<file path="src/b2b_pkg.sv">
`timescale 1ns / 1ps
package b2b_pkg;

    typedef enum logic [1:0] {
        CMD_START = 2'd0,
        CMD_KEY   = 2'd1,
        CMD_MSG   = 2'd2,
        CMD_FIN   = 2'd3
    } t_cmd;

    typedef struct packed {
        t_cmd       cmd;
        logic [7:0] data;
    } t_item;

    typedef struct packed {
        logic  valid;
        t_item item;
    } t_qhead;

    typedef struct packed {
        logic       we;
        logic       idx;
        logic [6:0] data;
    } t_cfg;

    localparam int Q_DEPTH = 4;
    localparam int ROUNDS = 12;
    localparam logic CFG_DIGEST_LEN = 1'b0;
    localparam logic CFG_KEY_LEN = 1'b1;
    localparam logic [63:0] PARAM_BASE = 64'h0000_0000_0101_0000;

    localparam logic [63:0] IV [8] = '{
        64'h6A09E667F3BCC908, 64'hBB67AE8584CAA73B,
        64'h3C6EF372FE94F82B, 64'hA54FF53A5F1D36F1,
        64'h510E527FADE682D1, 64'h9B05688C2B3E6C1F,
        64'h1F83D9ABFB41BD6B, 64'h5BE0CD19137E2179
    };

    // message schedule, rows ten and eleven repeat rows zero and one
    localparam logic [3:0] SIGMA [12][16] = '{
        '{4'd0, 4'd1, 4'd2, 4'd3, 4'd4, 4'd5, 4'd6, 4'd7,
          4'd8, 4'd9, 4'd10, 4'd11, 4'd12, 4'd13, 4'd14, 4'd15},
        '{4'd14, 4'd10, 4'd4, 4'd8, 4'd9, 4'd15, 4'd13, 4'd6,
          4'd1, 4'd12, 4'd0, 4'd2, 4'd11, 4'd7, 4'd5, 4'd3},
        '{4'd11, 4'd8, 4'd12, 4'd0, 4'd5, 4'd2, 4'd15, 4'd13,
          4'd10, 4'd14, 4'd3, 4'd6, 4'd7, 4'd1, 4'd9, 4'd4},
        '{4'd7, 4'd9, 4'd3, 4'd1, 4'd13, 4'd12, 4'd11, 4'd14,
          4'd2, 4'd6, 4'd5, 4'd10, 4'd4, 4'd0, 4'd15, 4'd8},
        '{4'd9, 4'd0, 4'd5, 4'd7, 4'd2, 4'd4, 4'd10, 4'd15,
          4'd14, 4'd1, 4'd11, 4'd12, 4'd6, 4'd8, 4'd3, 4'd13},
        '{4'd2, 4'd12, 4'd6, 4'd10, 4'd0, 4'd11, 4'd8, 4'd3,
          4'd4, 4'd13, 4'd7, 4'd5, 4'd15, 4'd14, 4'd1, 4'd9},
        '{4'd12, 4'd5, 4'd1, 4'd15, 4'd14, 4'd13, 4'd4, 4'd10,
          4'd0, 4'd7, 4'd6, 4'd3, 4'd9, 4'd2, 4'd8, 4'd11},
        '{4'd13, 4'd11, 4'd7, 4'd14, 4'd12, 4'd1, 4'd3, 4'd9,
          4'd5, 4'd0, 4'd15, 4'd4, 4'd8, 4'd6, 4'd2, 4'd10},
        '{4'd6, 4'd15, 4'd14, 4'd9, 4'd11, 4'd3, 4'd0, 4'd8,
          4'd12, 4'd2, 4'd13, 4'd7, 4'd1, 4'd4, 4'd10, 4'd5},
        '{4'd10, 4'd2, 4'd8, 4'd4, 4'd7, 4'd6, 4'd1, 4'd5,
          4'd15, 4'd11, 4'd9, 4'd14, 4'd3, 4'd12, 4'd13, 4'd0},
        '{4'd0, 4'd1, 4'd2, 4'd3, 4'd4, 4'd5, 4'd6, 4'd7,
          4'd8, 4'd9, 4'd10, 4'd11, 4'd12, 4'd13, 4'd14, 4'd15},
        '{4'd14, 4'd10, 4'd4, 4'd8, 4'd9, 4'd15, 4'd13, 4'd6,
          4'd1, 4'd12, 4'd0, 4'd2, 4'd11, 4'd7, 4'd5, 4'd3}
    };

    function automatic logic [3:0] sigma_at(logic [3:0] rnd, logic [3:0] pos);
        logic [3:0] res;
        res = 4'd0;
        if (rnd < 4'(ROUNDS)) begin
            res = SIGMA[rnd][pos];
        end
        return res;
    endfunction

endpackage

</file>
<file path="src/b2b_if.sv">
`timescale 1ns / 1ps
interface b2b_in_if;
    logic       valid;
    logic       ready;
    logic [1:0] command;
    logic [7:0] data_byte;

    modport source (output valid, output command, output data_byte, input ready);
    modport sink (input valid, input command, input data_byte, output ready);
endinterface


</file>
<file path="src/b2b_front.sv">
`timescale 1ns / 1ps
module b2b_front
    import b2b_pkg::*;
#(
    parameter int QDEPTH = Q_DEPTH
) (
    input  logic       i_clk,
    input  logic       i_rst_n,
    b2b_in_if.sink     i_cmd_if,
    input  logic       i_pop,
    output t_qhead     o_head
);

    localparam int PW = (QDEPTH > 1) ? $clog2(QDEPTH) : 1;
    localparam int CW = $clog2(QDEPTH + 1);
    localparam logic [PW-1:0] LAST_PTR = PW'(QDEPTH - 1);
    localparam logic [CW-1:0] FULL_CNT = CW'(QDEPTH);

    t_item          r_q [QDEPTH];
    logic [PW-1:0]  r_wp;
    logic [PW-1:0]  r_rp;
    logic [CW-1:0]  r_cnt;
    logic           w_push;
    logic           w_pop;
    t_item          w_item;

    assign i_cmd_if.ready = (r_cnt != FULL_CNT);
    assign w_push = i_cmd_if.valid && i_cmd_if.ready;
    assign w_pop = i_pop && (r_cnt != '0);

    // classify the command code on the way in
    assign w_item.cmd = t_cmd'(i_cmd_if.command);
    assign w_item.data = i_cmd_if.data_byte;

    assign o_head.valid = (r_cnt != '0);
    assign o_head.item = r_q[r_rp];

    always_ff @(posedge i_clk) begin
        if (w_push) begin
            r_q[r_wp] <= w_item;
        end
    end

    always_ff @(posedge i_clk) begin
        if (!i_rst_n) begin
            r_wp <= '0;
            r_rp <= '0;
            r_cnt <= '0;
        end else begin
            if (w_push) begin
                r_wp <= (r_wp == LAST_PTR) ? '0 : r_wp + 1'b1;
            end
            if (w_pop) begin
                r_rp <= (r_rp == LAST_PTR) ? '0 : r_rp + 1'b1;
            end
            if (w_push && !w_pop) begin
                r_cnt <= r_cnt + 1'b1;
            end else if (!w_push && w_pop) begin
                r_cnt <= r_cnt - 1'b1;
            end
        end
    end

endmodule

</file>
<file path="src/flat_wrapper.sv">
// flat-port wrapper written by rule: the top's interface ports become plain ports
module b2b_front_flat import b2b_pkg::*;
#(
    parameter int QDEPTH = Q_DEPTH
)
  (i_clk, i_rst_n, i_pop, o_head, i_cmd_if_valid, i_cmd_if_command, i_cmd_if_data_byte, i_cmd_if_ready);
  b2b_in_if i_cmd_if_i ();
  input  logic i_clk;
  input  logic i_rst_n;
  input  logic i_pop;
  output t_qhead o_head;
  input wire logic [$bits(i_cmd_if_i.valid)-1:0] i_cmd_if_valid;
  input wire logic [$bits(i_cmd_if_i.command)-1:0] i_cmd_if_command;
  input wire logic [$bits(i_cmd_if_i.data_byte)-1:0] i_cmd_if_data_byte;
  output wire logic [$bits(i_cmd_if_i.ready)-1:0] i_cmd_if_ready;
  assign i_cmd_if_i.valid = i_cmd_if_valid;
  assign i_cmd_if_i.command = i_cmd_if_command;
  assign i_cmd_if_i.data_byte = i_cmd_if_data_byte;
  assign i_cmd_if_ready = i_cmd_if_i.ready;
  b2b_front #(.QDEPTH(QDEPTH)) u_core (.i_clk(i_clk), .i_rst_n(i_rst_n), .i_cmd_if(i_cmd_if_i), .i_pop(i_pop), .o_head(o_head));
endmodule
</file>
<file path="config.mk">
export PLATFORM = sky130hd
export DESIGN_NAME = b2b_front_flat
export DESIGN_NICKNAME = d
export VERILOG_FILES = /design/src/b2b_pkg.sv /design/src/b2b_if.sv /design/src/b2b_front.sv /design/src/flat_wrapper.sv
export SDC_FILE = /design/constraint.sdc
export NUM_CORES = 1
export LEC_CHECK = 0
export ABC_AREA = 0
export BUFFER_PORTS_ARGS = -buffer_cell sky130_fd_sc_hd__buf_2
export CORE_ASPECT_RATIO = 1.4
export CORE_MARGIN = 10
export CORE_UTILIZATION = 30
export CTS_CLUSTER_SIZE = 10
export DETAILED_ROUTE_END_ITERATION = 10
export GPL_ROUTABILITY_DRIVEN = 0
export GPL_TIMING_DRIVEN = 0
export PLACE_DENSITY = 0.5
export SLEW_MARGIN = 20
export SYNTH_ARGS = -nofsm -noshare
export SYNTH_HDL_FRONTEND = slang
export SYNTH_SLANG_ARGS = --single-unit
export TNS_END_PERCENT = 100
</file>
<file path="constraint.sdc">
create_clock -name i_clk -period 2.8 [get_ports i_clk]
set_clock_uncertainty 0.1 [all_clocks]
set_input_delay 0.28 -clock i_clk [delete_from_list [all_inputs] [get_ports i_clk]]
set_output_delay 0.28 -clock i_clk [all_outputs]
set_load 0.01 [all_outputs]
</file>
Word-level counts from Yosys, hierarchy flattened

Memories as Yosys holds them, arrays and structs flattened. A register that Yosys moved wholly into a read port is not among the register bits.
Cells that the tools add are included.

Shift operators: 0
Magnitude comparators: 0
Mux-type cells: 8
Div/mod/pow operators: 0
Reduce and logical (&&, ||, !) cells: 8
Equal/unequal tests: 3
$add $sub $neg: 4
Bitwise logic cells: 0
$mul: 0

Operator list:

| cell                                             | count |
|---|---|
| 2-to-1 mux 2 bit                                 | 4 |
| 2-to-1 mux 3 bit                                 | 2 |
| adder 2 x 1 -> 2 bit, second input constant      | 2 |
| == test 2 bit, second input constant             | 2 |
| logical AND 1 bit                                | 4 |
| adder 3 x 1 -> 3 bit, second input constant      | 1 |
| inequality test 3 bit, second input constant     | 1 |
| nonzero test 3 bit                               | 1 |
| subtractor 3 x 1 -> 3 bit, second input constant | 1 |
| zero test 1 bit                                  | 2 |
| 2-to-1 mux 1 bit                                 | 2 |
| nonzero test 2 bit                               | 1 |

Memories kept: 1
Bits of input ports: 14
ROM bits: 0
Bits in latches: 0
Output and inout port bits: 12
Bits in writable memories: 40
Register bits: 7
Logic and storage cells: 27

Memory list:

| name       | words | bits a word | read ports | clocked after Yosys merged registers in | write ports | line            | text |
|---|---|---|---|---|---|---|---|
| u_core.r_q | 4     | 10          | 1          | 1                                       | 1           | b2b_front.sv:19 | `t_item r_q [QDEPTH];` |

Longest topological paths before layout

Gate-level depths: netlist (run 1).

Depth in word-level cells: 6
Mapped depth: 9
Gate-level depth less buffers: 8

Least setup slack after synthesis (run 1)

Ideal clock, no wire load.

Path type: flip-flop to flip-flop
From: register u_core.r_cnt[0]
To: register u_core.r_cnt[2]
Setup slack: 517 ps
Clock period less this slack: 2283 ps
Data arrival time: 2107 ps
Cell stages (with the launch flop): 8
Buffers on the path: 0
Setup time: 76 ps
Cells stage by stage: dfxtp_1 o31ai_1 ha_1 inv_1 fa_1 xor2_1 or3_2 a21boi_0

Word-level cells in the longest chain between the ends: 5
Elaborated cells between the ends (all ways): 13
Those cells by class: add/sub: 2; eq/ne: 1; mux: 2; reduce/logical: 8

RTL lines:

| element                                                                           | line            | text |
|---|---|---|
| start, declared                                                                   | b2b_front.sv:22 | `logic [CW-1:0] r_cnt;` |
| start signal, assigned                                                            | b2b_front.sv:57 | `r_cnt <= r_cnt + 1'b1;` |
| start signal, assigned                                                            | b2b_front.sv:59 | `r_cnt <= r_cnt - 1'b1;` |
| parallel branches: the longest is 5 deep, another holds subtractor 3 x 1 -> 3 bit | n/a             |  |

Parallel ways; which one is timed is not known. The select of a mux whose other input is x is not followed.
A chain may end at the register's enable or synchronous reset.

Worst setup path in the final report (run 1)

Same ends and word-level chain as after synthesis.

==> metrics.yaml, run 1 <==
sta:
  whs_ps: 91.1
  finalSetupTns_ps: 0
  finalCritPeriodShare_pct: 89.5
  hold_viol: 0
  slew_viol_final: 0
  setup_viol: 0
  clock.fmax_mhz: 399
  finalWorstSetupSlack_ps: 295
  rsz0062_at_grt: "no"
  relSlewSlack_pct: 55.1
  fin_crit_ps: 2500
  worst_slew_pin_slew_ps: 673
worst_setup_path:
  path_buf_inv: 1
  required_ps: 2920
  critPathLaunch: "u_core.r_cnt[0]"
  critPathKind: "flop to flop"
  arrival_ps: 2630
  path_cells: "o31ai_1 > ha_1 > inv_1 > fa_1 > xor2_1 > or3_2 > a21boi_0"
  max_stage_delay_ps: 510
  cp_slowest_cell: "o31ai_1"
  r2r-start: "u_core.r_cnt[0]"
  critPathLaunchType: "flop"
  cp_max_fo: 5
  critPathCaptureType: "flop"
  crit_family: "compound AO/OA/AOI/OAI gates"
synthesis:
  yosys_warnings: 0
  synth_top_area_share_pct: 62.5
  yosysTopAreaCell: "edfxtp_1"
  ys_seq_area_share_pct: 71.9
  syn_area_um2: 1920
  synth.distinct_cells: 26
  ys_ff_latch: 49
  synth_nets: 124
  synthTopCellsByArea: "edfxtp_1 (63%), mux4_2 (12%), dfxtp_1 (9.4%)"
  syn-mean-instance-area_um2: 18.6
  synthCells: 103
clocking:
  cts_root_buffer: "clkbuf_8"
  cts_hold_buf: 0
  post-cts-setup-buffers: 0
  cts_tree: "yes"
  clock_sinks: 49
  ctsHtreeMaxLevel: 2
  cts.path.max_buffers: 2
  cts_resized: 0
  cts_made_buffers: 5
  clock_latency_ps: 290
  cts.clk_slew.worst_paths_ps: 100
power_and_ir_drop:
  power_leakage_nw: 0.783
  p_per_area_nw_per_um2: 852
  ir_drop_mv: 0.499
outcome:
  outcome: "finished, final reports clean"
die:
  core.rowCount: 34
  die_w_um: 87.6
  die-area_um2: 10000
  start_util_pct: 30.9
  ios: 26
  die_height_um: 115
  core_um2: 6210
routing:
  drt-pass1-iter-count: 4
  ant_nets: 0
  viasPerCell: 4.80
  routed_wl_um: 3540
  dr_total_vias: 999
  routedWlPerCell_um: 17.0
  drc: 0
  drt_iter0_markers: 84
final_layout:
  num_antenna_cells: 0
  fin_cells: 208
  post-route-util_pct: 35.8
  finalNetCount: 156
  syn_to_final_growth_pct: 15.8
  drive_gt1_share_pct: 37.5
global_routing:
  grt_pass1_vias: 1116
  grt_max_degree: 16
  antenna_found_initial: 0
  grt_pass1_wl_um: 5720
  gr-total-overflow: 0
  gr-usage-all-layers_pct: 7.44
hold_path:
  min_from: "i_cmd_if_data_byte[7]"
  hp-class: "primary input to flop"
placement:
  place_ws_ps: 274
  dp_cells: 200
  port_buffers: 25
  place_hpwl_um: 2450
job:
  cap_violations: 0
through the flow:
step	cell area (um^2)	power (mW)
2_1_floorplan	1920	1.33
3_3_place_gp	2140	1.49
3_5_place_dp	2140	1.52
4_1_cts	2220	1.93
5_1_grt	2220	2.02
6_report	2220	1.89
where the power goes:
group | internal [mW] | switching, mW | total, mW
Sequential | 0.894 | 0.0541 | 0.948
Combinational | 0.264 | 0.274 | 0.538
Clock | 0.176 | 0.231 | 0.407
per-layer routing:
layer | vias to the layer above | global-route usage [%] | part of all wire (%)
li1 | 460 | - | -
met1 | 511 | 7.78 | 41
met2 | 22 | 12.6 | 52
met3 | 6 | 3.06 | 5.7
met4 | 0 | 3.20 | 1.7
met5 | - | 0 | 0
final timing paths:
check / slack, ps / endpoint / depth (start not counted)
max reg2reg: 300 / u_core.r_cnt[2] / 7
min: 90 / u_core.r_q[2][7] / 1
max: 300 / u_core.r_cnt[2] / 7
min reg2reg: 410 / u_core.r_wp[1] / 2
worst register-to-register path, stage by stage (launching register included):
cell and delay (ps):
dfxtp_1 380, o31ai_1 510, ha_1 280, inv_1 60
fa_1 380, xor2_1 160, or3_2 400, a21boi_0 160
logic make-up (layout without fill, tap and decap cells):
family / Yosys count / after routing / synth area share, %
adders and majority gates: 7 / 7 / 4.95
muxes: 12 / 12 / 12.8
xor gates and xnor gates: 2 / 2 / 0.912
AOI/OAI and AO/OA: 6 / 6 / 1.82
buffers and inverters: 7 / 40 / 1.50
and+or+nand+nor: 20 / 20 / 6.12
DFF: 49 / 49 / 71.9
cells in the mapped netlist (all sizes together):
master,number
xor2,1
and2,2
o31ai,1
o21ai,4
edfxtp,40
nand4,1
inv,3
fa,1
mux4,10
or3b,1
clkbuf,2
nor2b,1
nor2,2
mux2i,2
nand3,2
or3,2
ha,6
dfxtp,9
nand2,5
a21boi,1
and3,4
xnor2,1
buf,2
sequential cells by signal, summed over array words and instances (netlist names), named ones only:
register,flops
u_core.r_rp,2
u_core.r_cnt,3
u_core.r_wp,2
u_core.r_q,40
layout make-up:
| cell class | instances | area, um^2 |
|---|---|---|
| fill | 605 | 3990 |
| sequential | 49 | 1380 |
| multi-input combinational | 47 | 510 |
| timing repair buffer | 25 | 125 |
| tap | 72 | 90.1 |
| clock buffer | 6 | 72.6 |
| buffer | 4 | 17.5 |
| clock inverter | 2 | 15.0 |
| inverter | 3 | 11.3 |
cells in the final DEF, fill, tap and decap left out, types with 3 or more instances in the layout:
cell / Yosys / routed
edfxtp_1: 40 / 40
buf_2: 1 / 26
mux4_2: 10 / 10
dfxtp_1: 9 / 9
ha_1: 6 / 6
nand2_1: 5 / 5
clkbuf_8: 0 / 5
and3_2: 4 / 4
o21ai_0: 4 / 4
inv_1: 3 / 3
Note: power is estimated with default switching activity, not from simulation.
==> run 2: changes to the inputs <==
CORE_UTILIZATION = 55   (was 30)
PLACE_DENSITY = 0.8   (was 0.5)
==> metrics.yaml, run 2 (synthesized netlist as in run 1, its figures left out) <==
outcome:
  outcome: "finished, final reports clean"
global_routing:
  gr-usage-all-layers_pct: 9.76
  gr-total-overflow: 0
  antenna_found_initial: 0
  grt_pass1_vias: 1034
  grt_pass1_wl_um: 4900
  grt_max_degree: 15
worst_setup_path:
  arrival_ps: 2670
  critPathLaunchType: "flop"
  reg2reg_slack_ps: 250
  r2r_cells: 7
  critPathKind: "flop to flop"
  cp_max_fo: 5
  critPathCaptureType: "flop"
  path_cells: "o31ai_1 > ha_1 > inv_1 > fa_1 > xor2_1 > or3_2 > a21boi_0"
  required_ps: 2920
  cp_slowest_cell: "o31ai_1"
  max_stage_delay_ps: 540
die:
  core_um2: 3380
  die_w_um: 69.9
  die-area_um2: 6290
  core.rowCount: 25
  start_util_pct: 56.9
  die_height_um: 89.9
  ios: 26
hold_path:
  hp-class: "primary input to flop"
  holdPathStages: 1
job:
  cap_violations: 0
clocking:
  cts_made_buffers: 5
  cts_root_buffer: "clkbuf_8"
  post-cts-setup-buffers: 0
  cts.path.max_buffers: 2
  cts.clk_slew.worst_paths_ps: 80
  cts_resized: 0
  ctsHtreeMaxLevel: 2
  clock_sinks: 49
  cts_tree: "yes"
  cts_hold_buf: 0
  clock_latency_ps: 300
final_layout:
  num_antenna_cells: 0
  regMostFlops: "u_core.r_q"
  drive_gt1_share_pct: 37.5
  largest_register_ffs: 40
  layout_commonest_cell: "edfxtp_1"
  fill_cells: 236
  syn_to_final_growth_pct: 13.9
  mostFrequentLayoutCells: "edfxtp_1 (40), buf_2 (26), mux4_2 (10)"
  finalNetCount: 156
  fin_cells: 176
  top_regs: "u_core.r_q (40), u_core.r_cnt (3)"
routing:
  routed.top_layer: "met4"
  ant_nets: 0
  routedWlPerCell_um: 16.6
  met2WireLength_um: 1550
  dr_total_vias: 964
  wl_met1_um: 1140
  drc: 0
  viasPerCell: 5.48
  drt-pass1-iter-count: 4
  routed_wl_um: 2930
  drt_iter0_markers: 30
  met3_wirelength_um: 173
sta:
  fin_crit_ps: 2550
  finalCritPeriodShare_pct: 91.1
  rsz0062_at_grt: "no"
  hold_viol: 0
  setup_viol: 0
  clock.fmax_mhz: 392
  worst_slew_pin_slew_ps: 589
  slew_viol_final: 0
  finalSetupTns_ps: 0
  relSlewSlack_pct: 60.7
power_and_ir_drop:
  ir_drop_mv: 0.666
  power_mw: 1.88
  power_leakage_nw: 0.794
  p_per_area_nw_per_um2: 860
placement:
  port_buffers: 25
  dp_cells: 168
  place_hpwl_um: 2180
run 2: power by group:
group | internal [mW] | leakage [nW] | switching (mW) | total [mW]
Clock | 0.195 | 0.0486 | 0.205 | 0.400
Combinational | 0.264 | 0.305 | 0.271 | 0.535
Sequential | 0.894 | 0.441 | 0.0515 | 0.946
Total | 1.35 | 0.794 | 0.527 | 1.88
run 2: cell type report:
class                   instances  area, um^2  area share, %
plain buffers                   4        17.5          0.801
flip-flops and latches         49        1380           63.2
multi-input cells              47         510           23.3
repair buffers                 25         125           5.72
clock inverters                 2        8.76          0.400
inverters                       3        11.3          0.515
well taps                      40        50.0           2.29
clock buffers                   6        82.6           3.78
run 2: path summary, 6_finish.rpt:
kind / from / endpoint
max: u_core.r_cnt[0] / u_core.r_cnt[2]
min: i_cmd_if_data_byte[0] / u_core.r_q[3][0]
max reg2reg: u_core.r_cnt[0] / u_core.r_cnt[2]
min reg2reg: u_core.r_wp[1] / u_core.r_wp[1]
run 2: critical path, delay by kind of cell (launching register included):
kind	cells	cell delay (ps)
DFF	1	370
AOI/OAI and AO/OA	2	720
and+or+nand+nor	1	400
adders and majority gates	2	660
buffers and inverters	1	70
xor gates and xnor gates	1	160
run 2: layer usage:
layer,vias to the layer above,track usage [%]
li1,462,-
met1,470,10.2
met2,24,16.7
met3,8,3.85
met4,0,4.46
met5,-,0
run 2: metrics by stage:
step / area, um^2 / worst slack (ps) / hold WS (ps) / util [%]
2_1_floorplan: 1920 / 517 / 279 / -
3_3_place_gp: 2100 / 436 / 381 / 62.0
3_5_place_dp: 2100 / 215 / 396 / 62.0
4_1_cts: 2190 / 211 / 85.7 / 64.7
5_1_grt: 2190 / 47.5 / 81.9 / 64.7
6_report: 2190 / 250 / 93.0 / 64.7
